===== src/sv/complex_arith_unit_assert.svh =====
// assertion macros for the complex arithmetic unit
`ifndef COMPLEX_ARITH_UNIT_ASSERT_SVH
`define COMPLEX_ARITH_UNIT_ASSERT_SVH

// implication checked on every rising clock edge outside reset
`define CAU_ASSERT_IMPL(label, clk, rst, ante, cons, msg) \
   label: assert property (@(posedge clk) disable iff (rst) (ante) |-> (cons)) \
      else $error(msg);

// implication whose consequent is checked in the cycle after the antecedent
`define CAU_ASSERT_NEXT(label, clk, rst, ante, cons, msg) \
   label: assert property (@(posedge clk) disable iff (rst) (ante) |=> (cons)) \
      else $error(msg);

`endif


===== src/sv/cau_pkg.sv =====
// ----------------------------------------------------------------------------
// cau_pkg
// mode codes for the complex arithmetic unit
// ----------------------------------------------------------------------------
package cau_pkg;

   localparam logic [1:0] MODE_ADD = 2'd0;
   localparam logic [1:0] MODE_SUB = 2'd1;
   localparam logic [1:0] MODE_MUL = 2'd2;
   localparam logic [1:0] MODE_DIV = 2'd3;

endpackage


===== src/sv/cau_prod.sv =====
// ----------------------------------------------------------------------------
// cau_prod
// front end: partial products and sums, two register stages
// ----------------------------------------------------------------------------
module cau_prod #(
   parameter int WIDTH     = 16,
   parameter int FRAC_BITS = 8,
   parameter int NW        = 2 * WIDTH + 2
) (
   input  logic                    clock,
   input  logic                    reset,
   input  logic                    in_vld,
   input  logic [1:0]              in_mode,
   input  logic signed [WIDTH-1:0] in_ar,
   input  logic signed [WIDTH-1:0] in_ai,
   input  logic signed [WIDTH-1:0] in_br,
   input  logic signed [WIDTH-1:0] in_bi,
   output logic                    out_vld,
   output logic [1:0]              out_mode,
   output logic signed [NW-1:0]    out_re,
   output logic signed [NW-1:0]    out_im,
   output logic [NW-1:0]           out_den,
   output logic                    out_dz
);
   localparam int PW = 2 * WIDTH;

   // stage one: the four products and |b|^2 terms
   logic              vld1_ff;
   logic [1:0]        mode1_ff;
   logic signed [PW-1:0] rr_ff, ii_ff, ri_ff, ir_ff, bb_r_ff, bb_i_ff;
   logic signed [WIDTH:0] sr_ff, si_ff;
   logic              dz1_ff;
   logic signed [WIDTH:0] sr_in, si_in;

   always_comb begin
      if (in_mode == cau_pkg::MODE_SUB) begin
         sr_in = {in_ar[WIDTH-1], in_ar} - {in_br[WIDTH-1], in_br};
         si_in = {in_ai[WIDTH-1], in_ai} - {in_bi[WIDTH-1], in_bi};
      end else begin
         sr_in = {in_ar[WIDTH-1], in_ar} + {in_br[WIDTH-1], in_br};
         si_in = {in_ai[WIDTH-1], in_ai} + {in_bi[WIDTH-1], in_bi};
      end
   end

   always_ff @(posedge clock) begin
      if (reset) begin
         vld1_ff <= 1'b0;
      end else begin
         vld1_ff <= in_vld;
      end
      mode1_ff <= in_mode;
      rr_ff    <= in_ar * in_br;
      ii_ff    <= in_ai * in_bi;
      ri_ff    <= in_ar * in_bi;
      ir_ff    <= in_ai * in_br;
      bb_r_ff  <= in_br * in_br;
      bb_i_ff  <= in_bi * in_bi;
      sr_ff    <= sr_in;
      si_ff    <= si_in;
      dz1_ff   <= (in_br == '0) && (in_bi == '0);
   end

   // stage two: combine products or sums per mode
   logic signed [NW-1:0] re_in, im_in;

   always_comb begin
      case (mode1_ff)
         cau_pkg::MODE_ADD, cau_pkg::MODE_SUB: begin
            re_in = NW'(sr_ff) <<< FRAC_BITS;
            im_in = NW'(si_ff) <<< FRAC_BITS;
         end
         cau_pkg::MODE_MUL: begin
            re_in = NW'(rr_ff) - NW'(ii_ff);
            im_in = NW'(ri_ff) + NW'(ir_ff);
         end
         default: begin
            re_in = NW'(rr_ff) + NW'(ii_ff);
            im_in = NW'(ir_ff) - NW'(ri_ff);
         end
      endcase
   end

   always_ff @(posedge clock) begin
      if (reset) begin
         out_vld <= 1'b0;
      end else begin
         out_vld <= vld1_ff;
      end
      out_mode <= mode1_ff;
      out_re   <= re_in;
      out_im   <= im_in;
      out_den  <= NW'(unsigned'(bb_r_ff)) + NW'(unsigned'(bb_i_ff));
      out_dz   <= dz1_ff && (mode1_ff == cau_pkg::MODE_DIV);
   end
endmodule


===== config.mk =====
export PLATFORM = sky130hd
export DESIGN_NAME = cau_prod
export DESIGN_NICKNAME = d
export VERILOG_FILES = /design/src/sv/complex_arith_unit_assert.svh /design/src/sv/cau_pkg.sv /design/src/sv/cau_prod.sv
export SDC_FILE = /design/constraint.sdc
export NUM_CORES = 2
export LEC_CHECK = 0
export BUFFER_PORTS_ARGS = -buffer_cell sky130_fd_sc_hd__buf_2
export CAP_MARGIN = 0
export CORE_MARGIN = 2
export CORE_UTILIZATION = 54
export CTS_BUF_LIST = sky130_fd_sc_hd__clkbuf_4 sky130_fd_sc_hd__clkbuf_8
export DETAILED_ROUTE_END_ITERATION = 8
export HOLD_SLACK_MARGIN = 0.05
export MAX_ROUTING_LAYER = met4
export PLACE_DENSITY = 0.7
export SLEW_MARGIN = 20
export SYNTH_ARGS = -nofsm -noshare
export SYNTH_HDL_FRONTEND = slang
export SYNTH_SLANG_ARGS = --single-unit

===== constraint.sdc =====
create_clock -name clock -period 9.9 [get_ports clock]
set_input_delay 0.495 -clock clock [delete_from_list [all_inputs] [get_ports clock]]
set_output_delay 0.495 -clock clock [all_outputs]
set_load 0.1 [all_outputs]

Yosys cells after proc, flatten, opt, wreduce, memory -nomap -nowiden
Cells that the tools add are included.
{ "totals": {"register_bits": 335, "output_inout_bits": 106} }
{ "op_classes": {"mul": 6, "mux": 4, "n_reduce_logical": 6, "addsub": 9, "n_eq_ne": 4} }
{ "ops": {"columns": ["operator", "n"], "rows": [
  ["$mul A16 B16 Y32", 6],
  ["$pmux W34 S2", 2],
  ["$add A32 B32 Y33", 3],
  ["$sub A32 B32 Y33", 2],
  ["$add A16 B16 Y17", 2],
  ["$mux W17", 2],
  ["$sub A16 B16 Y17", 2],
  ["$logic_not A16 Y1", 2],
  ["$eq A2 B1 Y1 const B", 2],
  ["$eq A2 B2 Y1 const B", 2],
  ["$logic_and A1 B1 Y1", 2],
  ["$logic_not A2 Y1", 1],
  ["$reduce_or A2 Y1", 1]
]} }

Depth between registers and ports, before layout
{ "logic_depth": {"depth_word": 3, "depth_mapped": 26, "depth_no_buf": 24} }

Worst setup path before layout
No wires, ideal clock.
{ "synth_path": {"kind": "input port to flip-flop", "from": "in in_bi[2]", "to": "reg ri_ff[30]", "slack_ns": 3.198, "t_arrival_ns": 6.584, "required_ns": 9.782, "stages": 22, "setup_ns": 0.118, "cell_sequence": "clkbuf_1 > clkbuf_1 > clkbuf_1 > nand2_1 > fa_1 > fa_1 > fa_1 > inv_1 > fa_1 > fa_1 > inv_1 > fa_1 > inv_1 > ha_1 > a21o_1 > or3_1 > o21bai_1 > a21oi_1 > a211oi_1 > o221ai_1 > o41a_1 > xor2_1"} }
{ "synth_between": {"elab_chain_len": 1} }
{ "synth_rtl": {"columns": ["item", "line", "text"], "rows": [
  ["start, declared", "cau_prod.sv:17", "input logic signed [WIDTH-1:0] in_bi,"],
  ["$mul A16 B16 Y32", "cau_prod.sv:54", "ri_ff <= in_ar * in_bi;"],
  ["end signal, assigned", "cau_prod.sv:54", null],
  ["end, declared", "cau_prod.sv:30", "logic signed [PW-1:0] rr_ff, ii_ff, ri_ff, ir_ff, bb_r_ff, bb_i_ff;"]
]} }
Every way passes these cells.
A chain may end at the register's enable or synchronous reset.

Worst setup path in the final report
{ "layout_path": {"from": "in in_bi[7]", "to": "reg bb_i_ff[30]"} }
{ "layout_between": {"elab_chain_len": 1} }
{ "layout_rtl": {"columns": ["item", "line", "text"], "rows": [
  ["$mul A16 B16 Y32", "cau_prod.sv:57", "bb_i_ff <= in_bi * in_bi;"],
  ["end signal, assigned", "cau_prod.sv:57", null],
  ["end, declared", "cau_prod.sv:30", null]
]} }
Every way passes these cells.

==> results.ini <==
[logic_synthesis]
syn_inst=7939
ys_types=86
synth-edff-count=0
ys_seq_area_share_pct=9.16
synth_ff_type=dfxtp_1
synth_area_per_cell_um2=9.11
async_flop_share_pct=0
synthesis.area_mm2=0.0723
ys_warn_count=0
synth_area_leaders=fa_1, ha_1, inv_1, dfxtp_1, and2_1
synth_seq_cells=331
synth_largest_area_cell=fa_1
syn-num-nets=10200
synth_top_area_share_pct=42.0

[clock_tree]
htree_levels=2
cts_root_buffer=clkbuf_8
cts_max_path_buffers=3
postCtsSetupBuffers=0
clk_latency_ns=0.72
cts_tree=yes
clkSlewWorstSetupHoldPaths_ns=0.06
cts_sinks=331
numCtsBuffers=55

[critical_path]
critical_path.max_fanout=47
end_kind=flop
crit_chain=buf_2 > clkinv_1 > nor2_1 > fa_1 > fa_1 > fa_1 > fa_1 > fa_1 > inv_1 > fa_1 > inv_1 > ha_1 > nand3_1 > nor3_1 > a221o_1 > a31oi_1 > o21ai_0 > a2111oi_0 > o21bai_1 > a21oi_1 > xnor2_1
arrival_ns=8.01
startpoint_type=input pin
critPathBufInv=4
max_stage_delay_ns=0.82
crit_family=adder cells
required_ns=10.53
slowest_stage=clkinv_1
cpMostUsedCell=fa_1
crit_type=input pin to flop

[sta]
final-setup-viol-count=0
clock_skew_ns=0.0359
finalHoldViolCount=0
tns_ns=0
worst_pin_slew_ns=1.10
fin_crit_ns=7.39
drv_slew=0
fmaxAchievable_ghz=0.135
rsz0062_at_grt=no
relSlewSlack_pct=26.4
post-route-period-util_pct=74.6

[place]
place_hpwl_mm=164
io_buffers=173
place.gp.congestion=1.00

[global_route]
grt_pass1_wl_mm=323
gr-total-overflow=0
grt_max_degree=69
grt_antenna_before_repair=21
grt_pass1_vias=57000
grt_usage_pct=31.6

[finish]
final_cell_mix=inv_1, fa_1, nand2_1
areaGrowthSynthToFinish_pct=5.40
nets=10200
layout_commonest_cell=inv_1
drive_gt1_share_pct=5.30

[outcome]
status=complete, no violations

[route]
drt_iter0_drc=4040
drc_errors=0
vias_per_cell=5.46
wl_per_cell_um=20.7
dr_total_vias=53300
wl_mm=203
ant_nets=0
drtPass1Iterations=8

[floorplanning]
chipWidth_um=370
rows=134
dieArea_mm2=0.137
die_h_um=370
pin_count=175
start_util_pct=54.3
core_area_mm2=0.133

[flow_run]
drv_cap=0

[min_path]
hold_class=input pin to flop

## cell type report
class | count | area [µm²]
Multi-Input combinational cell | 5436 | 57500
Fill cell | 11700 | 56900
Inverter | 1869 | 7020
Sequential cell | 331 | 6630
Tap cell | 1768 | 2210
Timing Repair Buffer | 252 | 1470
Clock buffer | 75 | 976
Clock inverter | 22 | 350
Antenna cell | 15 | 37.5
## worst reg2reg max path: stages, from the launching register on
cell       delay (ns)
dfxtp_1          0.38
or4_1            0.60
nor4_1           0.41
and3_1           0.38
a21oi_1          0.12
xor2_1           0.18
ha_1             0.38
a21o_1           0.20
a21o_1           0.18
a21oi_1          0.20
o211ai_1         0.16
a2111oi_2        0.45
o31ai_1          0.25
a211oi_1         0.50
a211oi_1         0.14
a211o_1          0.29
## stage by stage
stage / worst slack, ns / hold WS (ns) / utilization [%] / cell area [µm²] / instances
after floorplan: 3.20 / 0.354 / - / 72300 / 7939
after global placement: 2.30 / 0.406 / 56.2 / 74800 / 9652
after detailed placement: 2.01 / 0.409 / 56.2 / 74800 / 9652
after CTS: 2.69 / 0.125 / 57.2 / 76200 / 9753
after global routing: 2.22 / 0.161 / 57.2 / 76200 / 9764
final: 2.51 / 0.164 / 57.2 / 76200 / 9768
## cells by family after synthesis
family          synth area share, %
xor+xnor                       4.80
flops                          9.16
mux                           0.471
fa+ha+maj                      53.2
simple gates                   13.6
compound gates                 7.46
buf+inv                        11.3
other cells                 0.00519
## cells in the mapped netlist, types with 14 or more instances
| library cell | count |
|---|---|
| nand2_1 | 757 |
| clkbuf_1 | 271 |
| o31ai_1 | 23 |
| nand2b_1 | 45 |
| a211o_1 | 15 |
| and3_1 | 31 |
| nor4_1 | 18 |
| nor2_1 | 378 |
| or4_1 | 14 |
| xor2_1 | 100 |
| nor2b_1 | 28 |
| inv_1 | 1854 |
| a211oi_1 | 33 |
| buf_1 | 28 |
| mux2_2 | 24 |
| nor3_1 | 76 |
| a21o_1 | 103 |
| o21ai_0 | 116 |
| a31o_2 | 15 |
| ha_1 | 647 |
| fa_1 | 1518 |
| nand3_1 | 59 |
| o21a_1 | 40 |
| xnor2_1 | 296 |
| and2_1 | 527 |
| o211ai_1 | 25 |
| dfxtp_1 | 331 |
| a31oi_1 | 27 |
| or3_1 | 30 |
| o21bai_1 | 38 |
| a21oi_1 | 255 |
## layer usage
layer	GRT usage [%]	routed length (µm)
met4	11.8	9180
met1	41.5	83900
met5	-	0
met2	48.5	91500
met3	6.19	18100
## what timing repair did
action | 4_1_cts | 5_1_grt
endpoints found under the hold margin | 4 | 0
hold buffers | 4 | 0
resized for setup | 0 | 0
## registers in the layout (all words and copies together), names as in the netlist, 17 cells and up
register	flops
bb_i_ff	31
out_im	33
ii_ff	32
out_den	33
si_ff	17
ir_ff	32
rr_ff	32
sr_ff	17
ri_ff	32
out_re	33
bb_r_ff	31
## final timing paths
| kind | from | to | slack [ns] | cells past startpoint |
|---|---|---|---|---|
| worst max register to register | ri_ff[9] | out_im[32] | 4.98 | 15 |
| worst min register to register | mode1_ff[0] | out_mode[0] | 0.40 | 0 |
| worst max-delay path | in_bi[7] | bb_i_ff[30] | 2.51 | 21 |
| worst min-delay path | in_br[1] | bb_r_ff[2] | 0.16 | 2 |
Power is not shown: default switching activity piles up to over one toggle a cycle in this logic, so the estimate is an artifact.
